## src/sv/hrlp_pkg.sv

```systemverilog
// ----------------------------------------------------------------------------
// hrlp_pkg
// Types, codes and helper functions shared by the request-line parser.
// ----------------------------------------------------------------------------
package hrlp_pkg;

  // Characters the parser reacts to
  localparam logic [7:0] CH_CR    = 8'h0D;
  localparam logic [7:0] CH_SP    = 8'h20;
  localparam logic [7:0] CH_PLUS  = 8'h2B;
  localparam logic [7:0] CH_PCT   = 8'h25;
  localparam logic [7:0] CH_AMP   = 8'h26;
  localparam logic [7:0] CH_EQ    = 8'h3D;
  localparam logic [7:0] CH_QUEST = 8'h3F;
  localparam logic [7:0] CH_HASH  = 8'h23;
  localparam logic [7:0] CH_G     = 8'h47;
  localparam logic [7:0] CH_E     = 8'h45;
  localparam logic [7:0] CH_T     = 8'h54;
  localparam logic [7:0] CH_P     = 8'h50;
  localparam logic [7:0] CH_O     = 8'h4F;
  localparam logic [7:0] CH_S     = 8'h53;

  // Result kinds
  localparam logic [2:0] KIND_PATH   = 3'd0;
  localparam logic [2:0] KIND_KEY    = 3'd1;
  localparam logic [2:0] KIND_VALUE  = 3'd2;
  localparam logic [2:0] KIND_PAIR   = 3'd3;
  localparam logic [2:0] KIND_STATUS = 3'd4;

  // Method codes
  localparam logic [1:0] METH_GET   = 2'd0;
  localparam logic [1:0] METH_POST  = 2'd1;
  localparam logic [1:0] METH_OTHER = 2'd2;

  // Status codes
  localparam logic [1:0] STAT_OK        = 2'd0;
  localparam logic [1:0] STAT_MALFORMED = 2'd1;
  localparam logic [1:0] STAT_METHOD    = 2'd2;
  localparam logic [1:0] STAT_DECODE    = 2'd3;

  // Method match progress
  localparam logic [2:0] TRK_NONE = 3'd0;
  localparam logic [2:0] TRK_G    = 3'd1;
  localparam logic [2:0] TRK_GE   = 3'd2;
  localparam logic [2:0] TRK_GET  = 3'd3;
  localparam logic [2:0] TRK_P    = 3'd4;
  localparam logic [2:0] TRK_PO   = 3'd5;
  localparam logic [2:0] TRK_POS  = 3'd6;
  localparam logic [2:0] TRK_POST = 3'd7;

  // Percent escape progress
  localparam logic [1:0] ESC_IDLE = 2'd0;
  localparam logic [1:0] ESC_HI   = 2'd1;
  localparam logic [1:0] ESC_LO   = 2'd2;

  localparam int unsigned OUTQ_DEPTH = 4;

  typedef enum logic [6:0] {
    PH_METHOD     = 7'b0000001,
    PH_METHOD_BAD = 7'b0000010,
    PH_PATH       = 7'b0000100,
    PH_QUERY      = 7'b0001000,
    PH_FRAG       = 7'b0010000,
    PH_SKIP       = 7'b0100000,
    PH_DONE       = 7'b1000000
  } hrlp_phase_t;

  typedef struct packed {
    hrlp_phase_t phase;
    logic [2:0]  mtrack;
    logic [1:0]  esc;
    logic [3:0]  hnib;
    logic        key_seen;
    logic        seg_open;
    logic        err;
  } hrlp_state_t;

  localparam hrlp_state_t ST_RESET = '{
    phase:    PH_METHOD,
    mtrack:   TRK_NONE,
    esc:      ESC_IDLE,
    hnib:     4'd0,
    key_seen: 1'b0,
    seg_open: 1'b0,
    err:      1'b0
  };

  typedef struct packed {
    logic [2:0] kind;
    logic [7:0] data;
    logic [1:0] method;
    logic [1:0] status;
    logic       last;
  } hrlp_item_t;

  // {invalid, value}
  function automatic logic [4:0] hex_val(input logic [7:0] c);
    logic [4:0] r;
    r = 5'h10;
    if (c >= 8'h30 && c <= 8'h39) r = {1'b0, 4'(c - 8'h30)};
    else if (c >= 8'h41 && c <= 8'h46) r = {1'b0, 4'(c - 8'h37)};
    else if (c >= 8'h61 && c <= 8'h66) r = {1'b0, 4'(c - 8'h57)};
    return r;
  endfunction

  function automatic logic [1:0] method_code(input logic [2:0] trk);
    logic [1:0] r;
    r = METH_OTHER;
    if (trk == TRK_GET) r = METH_GET;
    else if (trk == TRK_POST) r = METH_POST;
    return r;
  endfunction

endpackage

```

## src/sv/hrlp_step.sv

```systemverilog
// ----------------------------------------------------------------------------
// hrlp_step
// Next-state and result logic for one request-line byte (up to two results).
// ----------------------------------------------------------------------------
module hrlp_step
  import hrlp_pkg::*;
(
  input  logic [7:0]  in_byte,
  input  logic        in_start,
  input  hrlp_state_t st_i,
  output hrlp_state_t st_o,
  output hrlp_item_t  res0,
  output hrlp_item_t  res1,
  output logic [1:0]  res_n
);

  hrlp_state_t s;
  logic        do_dec;
  logic [2:0]  dec_kind;
  logic        emit_data;
  logic [7:0]  data_byte;
  logic        emit_pair;
  logic        emit_stat;
  logic [1:0]  stat_meth;
  logic [1:0]  stat_code;
  logic [4:0]  hx;
  logic [2:0]  trk;
  hrlp_item_t  it_first;
  hrlp_item_t  it_stat;

  assign hx = hex_val(in_byte);

  always_comb begin
    s         = in_start ? ST_RESET : st_i;
    do_dec    = 1'b0;
    dec_kind  = KIND_PATH;
    emit_data = 1'b0;
    data_byte = 8'd0;
    emit_pair = 1'b0;
    emit_stat = 1'b0;
    stat_meth = METH_OTHER;
    stat_code = STAT_OK;
    trk       = TRK_NONE;

    unique case (s.phase)
      PH_METHOD, PH_METHOD_BAD: begin
        if (in_byte == CH_CR) begin
          emit_stat = 1'b1;
          stat_meth = METH_OTHER;
          stat_code = STAT_MALFORMED;
          s.phase   = PH_DONE;
        end else if (in_byte == CH_SP) begin
          s.phase = (s.phase == PH_METHOD && method_code(s.mtrack) != METH_OTHER)
                    ? PH_PATH : PH_SKIP;
        end else if (s.phase == PH_METHOD) begin
          unique case (s.mtrack)
            TRK_NONE: trk = (in_byte == CH_G) ? TRK_G :
                            (in_byte == CH_P) ? TRK_P : TRK_NONE;
            TRK_G:    trk = (in_byte == CH_E) ? TRK_GE   : TRK_NONE;
            TRK_GE:   trk = (in_byte == CH_T) ? TRK_GET  : TRK_NONE;
            TRK_P:    trk = (in_byte == CH_O) ? TRK_PO   : TRK_NONE;
            TRK_PO:   trk = (in_byte == CH_S) ? TRK_POS  : TRK_NONE;
            TRK_POS:  trk = (in_byte == CH_T) ? TRK_POST : TRK_NONE;
            default:  trk = TRK_NONE;
          endcase
          // no progress means the method can no longer match
          if (trk == TRK_NONE) s.phase = PH_METHOD_BAD;
          else s.mtrack = trk;
        end
      end
      PH_SKIP: begin
        if (in_byte == CH_CR || in_byte == CH_SP) begin
          emit_stat = 1'b1;
          stat_meth = METH_OTHER;
          stat_code = STAT_METHOD;
          s.phase   = PH_DONE;
        end
      end
      PH_PATH, PH_QUERY, PH_FRAG: begin
        if (in_byte == CH_CR) begin
          emit_stat = 1'b1;
          stat_meth = method_code(s.mtrack);
          stat_code = STAT_MALFORMED;
          s.phase   = PH_DONE;
        end else if (in_byte == CH_SP) begin
          if (s.phase == PH_PATH || s.phase == PH_QUERY) begin
            if (s.esc != ESC_IDLE) s.err = 1'b1;
            s.esc = ESC_IDLE;
          end
          if (s.phase == PH_QUERY) begin
            if (s.seg_open) begin
              if (!s.key_seen) s.err = 1'b1;
              if (!s.err) emit_pair = 1'b1;
            end
            s.seg_open = 1'b0;
            s.key_seen = 1'b0;
          end
          emit_stat = 1'b1;
          stat_meth = method_code(s.mtrack);
          stat_code = s.err ? STAT_DECODE : STAT_OK;
          s.phase   = PH_DONE;
        end else if (s.phase == PH_PATH) begin
          if (in_byte == CH_QUEST || in_byte == CH_HASH) begin
            if (s.esc != ESC_IDLE) s.err = 1'b1;
            s.esc      = ESC_IDLE;
            s.seg_open = 1'b0;
            s.key_seen = 1'b0;
            s.phase    = (in_byte == CH_QUEST) ? PH_QUERY : PH_FRAG;
          end else begin
            do_dec   = 1'b1;
            dec_kind = KIND_PATH;
          end
        end else if (s.phase == PH_QUERY) begin
          if (in_byte == CH_AMP || in_byte == CH_HASH) begin
            if (s.esc != ESC_IDLE) s.err = 1'b1;
            s.esc = ESC_IDLE;
            if (s.seg_open) begin
              if (!s.key_seen) s.err = 1'b1;
              if (!s.err) emit_pair = 1'b1;
            end
            s.seg_open = 1'b0;
            s.key_seen = 1'b0;
            if (in_byte == CH_HASH) s.phase = PH_FRAG;
          end else if (in_byte == CH_EQ && !s.key_seen) begin
            // '=' opening a segment means an empty key
            if (!s.seg_open) s.err = 1'b1;
            if (s.esc != ESC_IDLE) s.err = 1'b1;
            s.esc      = ESC_IDLE;
            s.key_seen = 1'b1;
            s.seg_open = 1'b1;
          end else begin
            s.seg_open = 1'b1;
            do_dec     = 1'b1;
            dec_kind   = s.key_seen ? KIND_VALUE : KIND_KEY;
          end
        end
      end
      default: ;
    endcase

    // URL decode of one byte
    if (do_dec) begin
      if (s.err) begin
        s.esc = ESC_IDLE;
      end else if (s.esc == ESC_HI) begin
        if (hx[4]) begin
          s.err = 1'b1;
          s.esc = ESC_IDLE;
        end else begin
          s.hnib = hx[3:0];
          s.esc  = ESC_LO;
        end
      end else if (s.esc == ESC_LO) begin
        s.esc = ESC_IDLE;
        if (hx[4]) begin
          s.err = 1'b1;
        end else begin
          emit_data = 1'b1;
          data_byte = {s.hnib, hx[3:0]};
        end
      end else if (in_byte == CH_PLUS) begin
        emit_data = 1'b1;
        data_byte = CH_SP;
      end else if (in_byte == CH_PCT) begin
        s.esc = ESC_HI;
      end else begin
        emit_data = 1'b1;
        data_byte = in_byte;
      end
    end
  end

  // data and pair end never come from the same byte; status always goes last
  always_comb begin
    it_first = '0;
    if (emit_pair) begin
      it_first.kind = KIND_PAIR;
    end else begin
      it_first.kind = dec_kind;
      it_first.data = data_byte;
    end
    it_stat        = '0;
    it_stat.kind   = KIND_STATUS;
    it_stat.method = stat_meth;
    it_stat.status = stat_code;
    it_stat.last   = 1'b1;
  end

  always_comb begin
    st_o = s;
    if (emit_pair || emit_data) begin
      res0  = it_first;
      res1  = it_stat;
      res_n = emit_stat ? 2'd2 : 2'd1;
    end else begin
      res0  = it_stat;
      res1  = '0;
      res_n = emit_stat ? 2'd1 : 2'd0;
    end
  end

endmodule

```

## src/sv/hrlp_outq.sv

```systemverilog
// ----------------------------------------------------------------------------
// hrlp_outq
// Small result queue: takes up to two items a cycle, hands out one when popped.
// ----------------------------------------------------------------------------
module hrlp_outq
  import hrlp_pkg::*;
(
  input  logic       clk,
  input  logic       rst_n,
  input  hrlp_item_t push0,
  input  hrlp_item_t push1,
  input  logic [1:0] push_n,
  output logic       room,
  output logic       head_valid,
  output hrlp_item_t head,
  input  logic       pop
);

  localparam int unsigned PW = $clog2(OUTQ_DEPTH);

  hrlp_item_t      mem_r [OUTQ_DEPTH];
  logic [PW-1:0]   wr_r, wr_nxt;
  logic [PW-1:0]   rd_r, rd_nxt;
  logic [PW:0]     cnt_r, cnt_nxt;
  logic [PW-1:0]   wr_p1;
  logic            do_pop;

  assign head_valid = (cnt_r != '0);
  assign head       = mem_r[rd_r];
  // two free slots needed for the worst case byte
  assign room       = (cnt_r <= (PW+1)'(OUTQ_DEPTH - 2));
  assign do_pop     = pop && head_valid;
  assign wr_p1      = wr_r + PW'(1);

  always_comb begin
    wr_nxt  = wr_r + PW'(push_n);
    rd_nxt  = rd_r + PW'(do_pop);
    cnt_nxt = cnt_r + (PW+1)'(push_n) - (PW+1)'(do_pop);
  end

  always_ff @(posedge clk) begin
    if (!rst_n) begin
      wr_r  <= '0;
      rd_r  <= '0;
      cnt_r <= '0;
    end else begin
      wr_r  <= wr_nxt;
      rd_r  <= rd_nxt;
      cnt_r <= cnt_nxt;
    end
  end

  always_ff @(posedge clk) begin
    if (push_n != 2'd0) mem_r[wr_r] <= push0;
    if (push_n == 2'd2) mem_r[wr_p1] <= push1;
  end

endmodule

```

## src/sv/http_request_line_parser_core.sv

```systemverilog
// ----------------------------------------------------------------------------
// http_request_line_parser_core
// HTTP request-line parser with URL decoding of path, keys and values.
// ----------------------------------------------------------------------------
// Usage:
//   Input channel (in_valid / in_stall): one raw request-line byte per item,
//   in_start high on the first byte of each request.
//   Result channel (out_valid / out_stall): decoded path, key and value
//   bytes, pair-end markers and one closing status item (out_last high).
//   A byte is taken every cycle while in_stall is low; it is decoded in
//   the cycle it is accepted and its results are registered in a
//   four-entry result queue whose head drives the result port.
//   A byte yields at most two results (pair end plus status); the result
//   port hands out one per cycle while out_stall is low, so a stream of
//   such bytes fills the queue, all other bytes run at one byte per cycle.
//   in_stall rises when the queue has fewer than two free entries, so a
//   stalled receiver fills the queue and then holds the input side.
//   Reset clears the parser state to the method phase and empties the
//   queue. On any error status the emitted bytes of that request are void.
// ----------------------------------------------------------------------------
module http_request_line_parser_core
  import hrlp_pkg::*;
(
  input  logic       clk,
  input  logic       rst_n,
  input  logic       in_valid,
  output logic       in_stall,
  input  logic [7:0] in_byte,
  input  logic       in_start,
  output logic       out_valid,
  input  logic       out_stall,
  output logic [2:0] out_kind,
  output logic [7:0] out_byte,
  output logic [1:0] out_method,
  output logic [1:0] out_status,
  output logic       out_last
);

  hrlp_state_t st_r, st_nxt;
  hrlp_item_t  res0, res1, head;
  logic [1:0]  res_n;
  logic [1:0]  push_n;
  logic        room;
  logic        in_acc;

  assign in_stall = !room;
  assign in_acc   = in_valid && room;
  assign push_n   = in_acc ? res_n : 2'd0;

  hrlp_step u_step (
    .in_byte  (in_byte),
    .in_start (in_start),
    .st_i     (st_r),
    .st_o     (st_nxt),
    .res0     (res0),
    .res1     (res1),
    .res_n    (res_n)
  );

  always_ff @(posedge clk) begin
    if (!rst_n) st_r <= ST_RESET;
    else if (in_acc) st_r <= st_nxt;
  end

  hrlp_outq u_outq (
    .clk        (clk),
    .rst_n      (rst_n),
    .push0      (res0),
    .push1      (res1),
    .push_n     (push_n),
    .room       (room),
    .head_valid (out_valid),
    .head       (head),
    .pop        (!out_stall)
  );

  assign out_kind   = head.kind;
  assign out_byte   = head.data;
  assign out_method = head.method;
  assign out_status = head.status;
  assign out_last   = head.last;

endmodule

```

## config.mk

```make
export PLATFORM = sky130hd
export DESIGN_NAME = http_request_line_parser_core
export DESIGN_NICKNAME = d
export VERILOG_FILES = /design/src/sv/hrlp_pkg.sv /design/src/sv/hrlp_step.sv /design/src/sv/hrlp_outq.sv /design/src/sv/http_request_line_parser_core.sv
export SDC_FILE = /design/constraint.sdc
export NUM_CORES = 1
export LEC_CHECK = 0
export BUFFER_PORTS_ARGS = -buffer_cell sky130_fd_sc_hd__buf_2
export CAP_MARGIN = 20
export CORE_MARGIN = 3
export CORE_UTILIZATION = 65
export DETAILED_ROUTE_END_ITERATION = 10
export GPL_ROUTABILITY_DRIVEN = 0
export PLACE_DENSITY = 0.84
export SLEW_MARGIN = 10
export SYNTH_ARGS = -nofsm -noshare
export SYNTH_HDL_FRONTEND = slang
export SYNTH_HIERARCHICAL = 1
export SYNTH_SLANG_ARGS = --single-unit
export TNS_END_PERCENT = 50
```

## constraint.sdc

```tcl
create_clock -name clk -period 10.95 [get_ports clk]
set_input_delay 1.6425 -clock clk [delete_from_list [all_inputs] [get_ports clk]]
set_output_delay 1.6425 -clock clk [all_outputs]
set_load 0.02 [all_outputs]
```

======== Yosys cells after proc, flatten, opt, wreduce, memory -nomap -nowiden ========
Memory sizes are Yosys's and may differ from the RTL's. A register that Yosys moved wholly into a read port is not among the register bits.
Cells that the tools add are included.
storage, ports and cells
  flip-flop bits (word level) ............. 26
  memory bits (writable) .................. 64
  bits of input ports ..................... 13
  word-level logic and storage cells ...... 244
  memories ................................ 1
memories
  name          depth  width  read ports  clocked after memory_dff  write ports  RTL line         source
  u_outq.mem_r  4      16     1           1                         2            hrlp_outq.sv:21  hrlp_item_t mem_r [OUTQ_DEPTH];
cells by class
  add/sub/neg operators ................... 8
  magnitude comparators ................... 7
  eq/ne operators ......................... 31
  mux-type cells .......................... 165
  reductions and logical operators ........ 22
operators with widths
  cell                                                                                  number
  3-bit two-way mux                                                                     32
  7-bit two-way mux                                                                     11
  2-bit two-way mux                                                                     34
  8-bit two-way mux                                                                     8
  1-bit two-way mux                                                                     63
  8-bit by 6-bit equality test with 1-bit output (second input constant)                7
  8-bit by 7-bit equality test with 1-bit output (second input constant)                6
  16-bit two-way mux                                                                    2
  7-bit case mux with 3 select lines                                                    1
  5-bit two-way mux                                                                     4
  19-bit two-way mux                                                                    1
  3-bit case mux with 6 select lines                                                    1
  8-bit by 7-bit greater-or-equal comparator with 1-bit output (second input constant)  2
  8-bit by 7-bit less-or-equal comparator with 1-bit output (second input constant)     2
  3-bit equality test (second input constant)                                           4
  4-bit two-way mux                                                                     3
  6-bit two-way mux                                                                     2
  10-bit two-way mux                                                                    1
  8-bit by 4-bit equality test with 1-bit output (second input constant)                1
  8-bit by 6-bit greater-or-equal comparator with 1-bit output (second input constant)  1
  8-bit by 6-bit less-or-equal comparator with 1-bit output (second input constant)     1
  4-bit by 3-bit subtractor with 4-bit output (second input constant)                   2
  7-bit by 1-bit equality test with 1-bit output (second input constant)                1
  7-bit by 2-bit equality test with 1-bit output (second input constant)                1
  26 further kinds                                                                      42

======== Depth between registers and ports, before layout ========
Gate-level depths: netlist (run 1).
  depth after elaboration ................. 26
  depth in mapped cells ................... 17

======== Cells and area by module ========
Netlist (run 1), hierarchy kept.
modules (own cells, without submodules)
  module                         times used  cells each  area an instance (sq um)
  hrlp_outq                      1           202         3624.7
  hrlp_step                      1           287         1757.9
  http_request_line_parser_core  1           91          794.5

======== Least setup slack after synthesis (run 1) ========
No wires, ideal clock.
  path type ............................... input port to flip-flop
  from .................................... input in_start
  to ...................................... memory u_outq/mem_r[0][0] in the netlist's numbering, enable pin
  setup time .............................. 0.414 ns
  data arrival time ....................... 5.837 ns
  data required time ...................... 10.536 ns
  setup slack ............................. 4.699 ns
  stages on the path ...................... 11
  cells stage by stage .................... or4_4 > or4_4 > or3_1 > a211o_1 > a2111oi_4 > a21boi_2 > xor2_1 > and3_1 > buf_4 > nor2_1 > o31ai_1
RTL lines
  what             RTL line                             source
  start, declared  http_request_line_parser_core.sv:29  input logic in_start,
  end, declared    hrlp_outq.sv:21

==> reports/summary.json, run 1 <==
{
  "ys.flop_type": {"value": "edfxtp_1"},
  "rrSetupSlack": {"value": 5.48, "unit": "ns"},
  "die_width": {"value": 103, "unit": "um"},
  "detail_route.wirelength": {"value": 14.0, "unit": "mm"},
  "worstHoldPathType": {"value": "reg2reg"},
  "setup-tns-final": {"value": 0, "unit": "ns"},
  "synth_seq_area_share": {"value": 0.395},
  "tightest_slew": {"value": 1.10, "unit": "ns"},
  "final.setup.worst_slack": {"value": 4.35, "unit": "ns"},
  "pre_cts_setup_slack": {"value": 4.11, "unit": "ns"},
  "slew_headroom": {"value": 0.263},
  "worst-endpoint-arrival": {"value": 6.60, "unit": "ns"},
  "grt_pass1_vias": {"value": 4412},
  "total_power_of_the_final_layout": {"value": 0.828, "unit": "mW"},
  "cts-hold-fix-buffers": {"value": 0},
  "cap_violations": {"value": 0},
  "wire_length_of_the_first_global_routing_pass": {"value": 22.5, "unit": "mm"},
  "detailedRoute.firstPassIterationCount": {"value": 5},
  "cts_root_buf": {"value": "clkbuf_8"},
  "synth_area_per_cell": {"value": 10.7, "unit": "sq um"},
  "max_stage_delay": {"value": 0.85, "unit": "ns"},
  "ys_top_cells_by_area": {"value": "edfxtp_1, mux2_2, dfxtp_1, mux4_2, buf_4"},
  "h-tree-depth": {"value": 3},
  "synth_top_family_by_area": {"value": "multiplexers"},
  "vias_per_cell": {"value": 6.62},
  "run_status": {"value": "finished clean"},
  "critPathCaptureType": {"value": "flip-flop"},
  "synth-edff-count": {"value": 64},
  "syn-instance-count": {"value": 580},
  "timing.critical_path.from_type": {"value": "primary input"},
  "drtIter0Drc": {"value": 441},
  "n_antenna_cell": {"value": 0},
  "synth-simple-area-share": {"value": 0.184},
  "num_io_pins": {"value": 31},
  "report.final.slew_viol_count": {"value": 0},
  "yosys.area.top_type": {"value": "edfxtp_1"},
  "cp.buffers_inverters": {"value": 1},
  "finalNetCount": {"value": 608},
  "port_buffers": {"value": 30},
  "antenna_violating_nets_left": {"value": 0},
  "areal_power_density_over_the_cells": {"value": 128, "unit": "mW/mm^2"},
  "die_area": {"value": 0.0107, "unit": "sq mm"},
  "post_drt_wl_per_cell": {"value": 19.5, "unit": "um"},
  "flow.area_growth_from_synthesis": {"value": 4.94, "unit": "%"},
  "power.leakage": {"value": 2.35, "unit": "nW"},
  "fmaxAchievable": {"value": 152, "unit": "MHz"},
  "die-height": {"value": 103, "unit": "um"},
  "number_of_antenna_violations_at_the_first_check_in_global_routing": {"value": 0},
  "rows": {"value": 34},
  "cts_repair_resize_count": {"value": 0},
  "synth-compound-area-share": {"value": 0.128},
  "synth_fa_ha_area_frac": {"value": 0.0194},
  "synth.lib_cells_used.distinct": {"value": 72},
  "critical_path.top_delay_family": {"value": "simple AND/OR/NAND/NOR gates"},
  "synth.area.mux_share": {"value": 0.193},
  "initial_utilization": {"value": 0.688},
  "cts_num_sinks": {"value": 90},
  "largest_net_degree_at_the_start_of_global_routing": {"value": 47},
  "clock_tree.buffer_depth": {"value": 2},
  "worst_ir_drop_vdd": {"value": 0.0774, "unit": "mV"},
  "hold_violations": {"value": 0},
  "synth-seq-cells": {"value": 90},
  "cts_bufs_inserted": {"value": 9},
  "post_synth_instance_area": {"value": 0.00618, "unit": "sq mm"},
  "worstSkewPairLatency": {"value": 0.36, "unit": "ns"},
  "coreArea": {"value": 0.00898, "unit": "sq mm"},
  "cp_data_required_time": {"value": 10.95, "unit": "ns"},
  "setup_viol": {"value": 0},
  "dp_hpwl": {"value": 9.46, "unit": "mm"},
  "grtUsageTotal": {"value": 0.271},
  "tritoncts_clock_tree": {"value": "done"},
  "clock_skew": {"value": 0.0103, "unit": "ns"},
  "drive_above_1_share": {"value": 0.279},
  "synth.top_cell.area_share": {"value": 0.311},
  "postSynth.asyncResetShare": {"value": 0},
  "clk_pin_slew_worst_paths": {"value": 0.10, "unit": "ns"},
  "timing_worst_setup_path_type": {"value": "in2reg"},
  "final_period_minus_worst_setup_slack": {"value": 6.60, "unit": "ns"},
  "slowest_stage": {"value": "and4bb_1"},
  "yosys_warnings": {"value": 6},
  "num_vias": {"value": 4745},
  "grt_setup_unrepaired": {"value": "false"},
  "cts_setup_buffers": {"value": 0},
  "crit_path_max_fanout": {"value": 22},
  "remaining_drc_errors": {"value": 0},
  "crit_chain": {"value": "buf_2 -> nor4_1 -> o2111ai_1 -> nor2_1 -> mux2i_1 -> a2111oi_4 -> a21boi_2 -> xor2_1 -> and3_1 -> and4bb_1 -> a21o_1"},
  "global_route.overflow_total": {"value": 0},
  "synth-xor-area-share": {"value": 0.0158},
  "final_min_period_over_clock_period": {"value": 0.603}
}
## placed cells by master, fill, tap and decap left out, types with 11 or more instances in the layout
cell type / n
dfxtp_1: 26
buf_2: 30
nand2_1: 39
nand3_1: 12
nor3_1: 15
edfxtp_1: 64
nor2b_1: 11
nor4_1: 11
conb_1: 12
mux2_2: 54
nor2_1: 28
a21oi_1: 20
o21ai_0: 22
mux4_2: 16
nand2b_1: 12
inv_1: 21
nand4_1: 22
## path summary, 6_finish.rpt
check / from / end / cells past startpoint
setup / recovery: in_start / u_outq/mem_r[2][15] / 11
hold / removal: st_r[6] / st_r[6] / 2
setup reg to reg: st_r[13] / u_outq/mem_r[2][15] / 10
hold reg to reg: st_r[6] / st_r[6] / 2
## cells by family after synthesis
group | Yosys count
AOI/OAI and AO/OA | 115
other | 1
muxes | 87
DFF | 90
buffers and inverters | 73
adders and majority gates | 9
xor gates and xnor gates | 8
and+or+nand+nor | 197
## power breakdown
group | switching, mW | total, mW | internal, mW
Combinational | 0.107 | 0.188 | 0.0805
Clock | 0.131 | 0.261 | 0.130
Sequential | 0.0116 | 0.379 | 0.367
Total | 0.250 | 0.828 | 0.578
## flip-flops by register name, summed over array words and instances (netlist names)
register / flops
u_outq/mem_r: 64
u_outq/cnt_r: 3
u_outq/wr_r: 2
st_r: 19
u_outq/rd_r: 2
## per-layer routing
layer	track usage	vias to the layer above	share of wire	wire [um]
met5	0	-	0	0
met2	0.453	264	0.48	6750
met3	0.0449	44	0.081	1140
met4	0.0876	0	0.023	327
li1	-	2187	-	-
met1	0.360	2250	0.41	5750
## synthesized netlist by cell type, types with 13 or more instances
| cell type | number |
|---|---|
| buf_4 | 20 |
| dfxtp_1 | 26 |
| nor3_1 | 15 |
| inv_1 | 21 |
| edfxtp_1 | 64 |
| mux4_2 | 16 |
| buf_2 | 13 |
| clkbuf_1 | 15 |
| o21ai_0 | 22 |
| a21oi_1 | 20 |
| nand4_1 | 22 |
| nor2_1 | 28 |
| mux2_2 | 54 |
| nand2_1 | 39 |
## area by class of cell
type / count / area [sq um]
Multi-Input combinational cell: 428 / 3390
Fill cell: 635 / 2490
Sequential cell: 90 / 2440
Timing Repair Buffer: 36 / 195
Tap cell: 126 / 158
Clock buffer: 9 / 124
Clock inverter: 7 / 98.8
Inverter: 21 / 78.8
## worst register-to-register path, cell delays in order, from the launching register on
cell and delay [ns]:
dfxtp_1 0.38, nor4_1 0.68, o2111ai_1 0.48, nor2_1 0.34, mux2i_1 0.18, a2111oi_4 0.72, a21boi_2 0.31, xor2_1 0.23
and3_1 0.32, and4bb_1 0.86, a21o_1 0.60
## through the flow
| stage | cells | hold WS (ns) | instance area, sq um | utilization |
|---|---|---|---|---|
| floorplan | 591 | 0.427 | 6220 | - |
| global placement | 701 | 0.439 | 6260 | 0.697 |
| detailed placement | 701 | 0.448 | 6260 | 0.697 |
| CTS | 717 | 0.462 | 6480 | 0.722 |
| global route | 717 | 0.486 | 6480 | 0.722 |
| finish | 717 | 0.460 | 6480 | 0.722 |
(Power assumes the default switching activity.)
==> run 2, diff against run 1 <==
CORE_UTILIZATION = 56   (was 65)
PLACE_DENSITY = 0.77   (was 0.84)
clock period = 5.8 ns   (was 10.95 ns; I/O delays follow)
==> reports/summary.json, run 2 (same netlist as run 1, synthesis figures left out) <==
{
  "cts_repair_resize_count": {"value": 0},
  "min_to": {"value": "st_r[6]"},
  "worst_ir_drop_vdd": {"value": 0.113, "unit": "mV"},
  "grt_setup_unrepaired": {"value": "false"},
  "largest_register_ffs": {"value": 64},
  "final_core_utilization": {"value": 0.622},
  "placement.cell_area": {"value": 0.00634, "unit": "sq mm"},
  "num_io_pins": {"value": 31},
  "largest_register": {"value": "u_outq/mem_r"},
  "rows": {"value": 37},
  "die_area": {"value": 0.0123, "unit": "sq mm"},
  "cap_violations": {"value": 0},
  "largest_net_degree_at_the_start_of_global_routing": {"value": 47},
  "die_width": {"value": 111, "unit": "um"},
  "antenna_violating_nets_left": {"value": 0},
  "largestRegisters": {"value": "u_outq/mem_r (64), st_r (19), u_outq/cnt_r (3)"},
  "post_drt_wl_per_cell": {"value": 19.0, "unit": "um"},
  "whs_path_cells": {"value": 2},
  "cts_num_sinks": {"value": 90},
  "finalNetCount": {"value": 618},
  "setup_viol": {"value": 0},
  "crit-reg2reg-launch": {"value": "st_r[13]"},
  "report.final.slew_viol_count": {"value": 0},
  "commonest_cells_after_routing_fill_and_taps_aside": {"value": "edfxtp_1, mux2_2, nand2_1"},
  "final.setup.worst_slack": {"value": 0.740, "unit": "ns"},
  "tightest_slew": {"value": 0.966, "unit": "ns"},
  "cts_setup_buffers": {"value": 0},
  "most_common_library_cell_in_the_layout_ignoring_fill_and_taps": {"value": "edfxtp_1"},
  "tritoncts_clock_tree": {"value": "done"},
  "setup-tns-final": {"value": 0, "unit": "ns"},
  "num_vias": {"value": 4707},
  "grt_pass1_vias": {"value": 4420},
  "number_of_antenna_violations_at_the_first_check_in_global_routing": {"value": 0},
  "cts_bufs_inserted": {"value": 9},
  "remaining_drc_errors": {"value": 0},
  "drtIter0Drc": {"value": 452},
  "fmaxAchievable": {"value": 198, "unit": "MHz"},
  "clock_tree.buffer_depth": {"value": 2},
  "clock_skew": {"value": 0.0252, "unit": "ns"},
  "drive_above_1_share": {"value": 0.293},
  "worst-r2r-cell-count": {"value": 14},
  "hold_violations": {"value": 0},
  "cts_root_buf": {"value": "clkbuf_8"},
  "pre_cts_setup_slack": {"value": 0.393, "unit": "ns"},
  "layout_fillers": {"value": 847},
  "power.leakage": {"value": 2.38, "unit": "nW"},
  "regArea": {"value": 0.00244, "unit": "sq mm"},
  "global_route.overflow_total": {"value": 0},
  "worstSkewPairLatency": {"value": 0.38, "unit": "ns"},
  "grtUsageTotal": {"value": 0.230},
  "n_antenna_cell": {"value": 0},
  "vias_per_cell": {"value": 6.39},
  "crit_path_max_fanout": {"value": 22},
  "port_buffers": {"value": 30},
  "initial_utilization": {"value": 0.588},
  "run_status": {"value": "finished clean"},
  "critPathCaptureType": {"value": "flip-flop"},
  "dp_hpwl": {"value": 9.77, "unit": "mm"},
  "h-tree-depth": {"value": 3},
  "areal_power_density_over_the_cells": {"value": 230, "unit": "mW/mm^2"},
  "worst-endpoint-arrival": {"value": 5.32, "unit": "ns"},
  "cp_data_required_time": {"value": 6.06, "unit": "ns"},
  "clk_pin_slew_worst_paths": {"value": 0.11, "unit": "ns"},
  "finish.instance_area": {"value": 0.00654, "unit": "sq mm"},
  "slew_headroom": {"value": 0.350},
  "final_period_minus_worst_setup_slack": {"value": 5.06, "unit": "ns"},
  "multi_input_gate_area_in_the_final_layout": {"value": 0.00339, "unit": "sq mm"},
  "post-place-cells": {"value": 720},
  "flow.area_growth_from_synthesis": {"value": 5.87, "unit": "%"},
  "timing.rr.end": {"value": "u_outq/cnt_r[2]"},
  "launch_instance_of_the_worst_min_delay_path": {"value": "st_r[6]"},
  "die-height": {"value": 111, "unit": "um"},
  "final_min_period_over_clock_period": {"value": 0.872},
  "detailedRoute.firstPassIterationCount": {"value": 5},
  "coreArea": {"value": 0.0105, "unit": "sq mm"},
  "worstHoldPathType": {"value": "reg2reg"},
  "detail_route.wirelength": {"value": 14.0, "unit": "mm"},
  "wire_length_of_the_first_global_routing_pass": {"value": 23.3, "unit": "mm"},
  "finish.cell_count_without_fillers": {"value": 737},
  "timing_worst_setup_path_type": {"value": "in2reg"},
  "timing.critical_path.from_type": {"value": "primary input"},
  "cts-hold-fix-buffers": {"value": 0},
  "rrSetupSlack": {"value": 1.07, "unit": "ns"}
}
==> run 2: cell count changes in the layout (fill, tap and decap cells not counted), sizes merged <==
cell	delta
buf	+9
inv	+2
bufinv	-2
clkbuf	+1
==> run 2: routing by layer <==
metal | up-vias | global-route usage | share of wire
met5 | - | 0 | 0
met3 | 27 | 0.0289 | 0.062
met4 | 0 | 0.0787 | 0.018
met2 | 193 | 0.375 | 0.48
met1 | 2274 | 0.319 | 0.43
li1 | 2213 | - | -
==> run 2: stage by stage <==
stage,power [mW],hold slack [ns]
floorplan,1.01,0.427
global placement,1.08,0.440
detailed placement,1.09,0.442
CTS,1.51,0.457
global route,1.57,0.476
finish,1.50,0.459
==> run 2: power by group <==
group / internal, mW / switching [mW] / total [mW]
registers: 0.693 / 0.0241 / 0.717
logic: 0.153 / 0.204 / 0.357
clock network: 0.168 / 0.262 / 0.429
==> run 2: critical path, stage by stage <==
cell and delay [ns]:
buf_2 0.22, nor4_1 0.79, nand4_1 0.32, nor2_1 0.32, nor3_1 0.21, a211oi_1 0.56
a21boi_2 0.16, buf_4 0.20, nor2_1 0.09, and3_1 0.37, inv_1 0.10, ha_1 0.33
fa_1 0.43, xnor3_1 0.18, and2_1 0.15
==> run 2: final cells by class <==
type | count | share of cell area
Multi-Input combinational cell | 428 | 0.518
Clock buffer | 9 | 0.0189
Tap cell | 136 | 0.0260
Timing Repair Buffer | 46 | 0.0409
Sequential cell | 90 | 0.373
Inverter | 21 | 0.0121
Clock inverter | 7 | 0.0103
==> run 2: worst max path at each step <==
| stage | slack, ns | endpoint | startpoint |
|---|---|---|---|
| detailed placement | 0.39 | u_outq/cnt_r[2] | in_byte[0] |
| floorplan | 0.32 | u_outq/mem_r[0][0] | in_start |
| finish | 0.74 | u_outq/cnt_r[2] | in_start |
| CTS | 0.79 | u_outq/cnt_r[2] | in_byte[0] |
| global placement | 0.63 | u_outq/cnt_r[2] | in_byte[0] |
| global route | 0.46 | u_outq/cnt_r[2] | in_start |
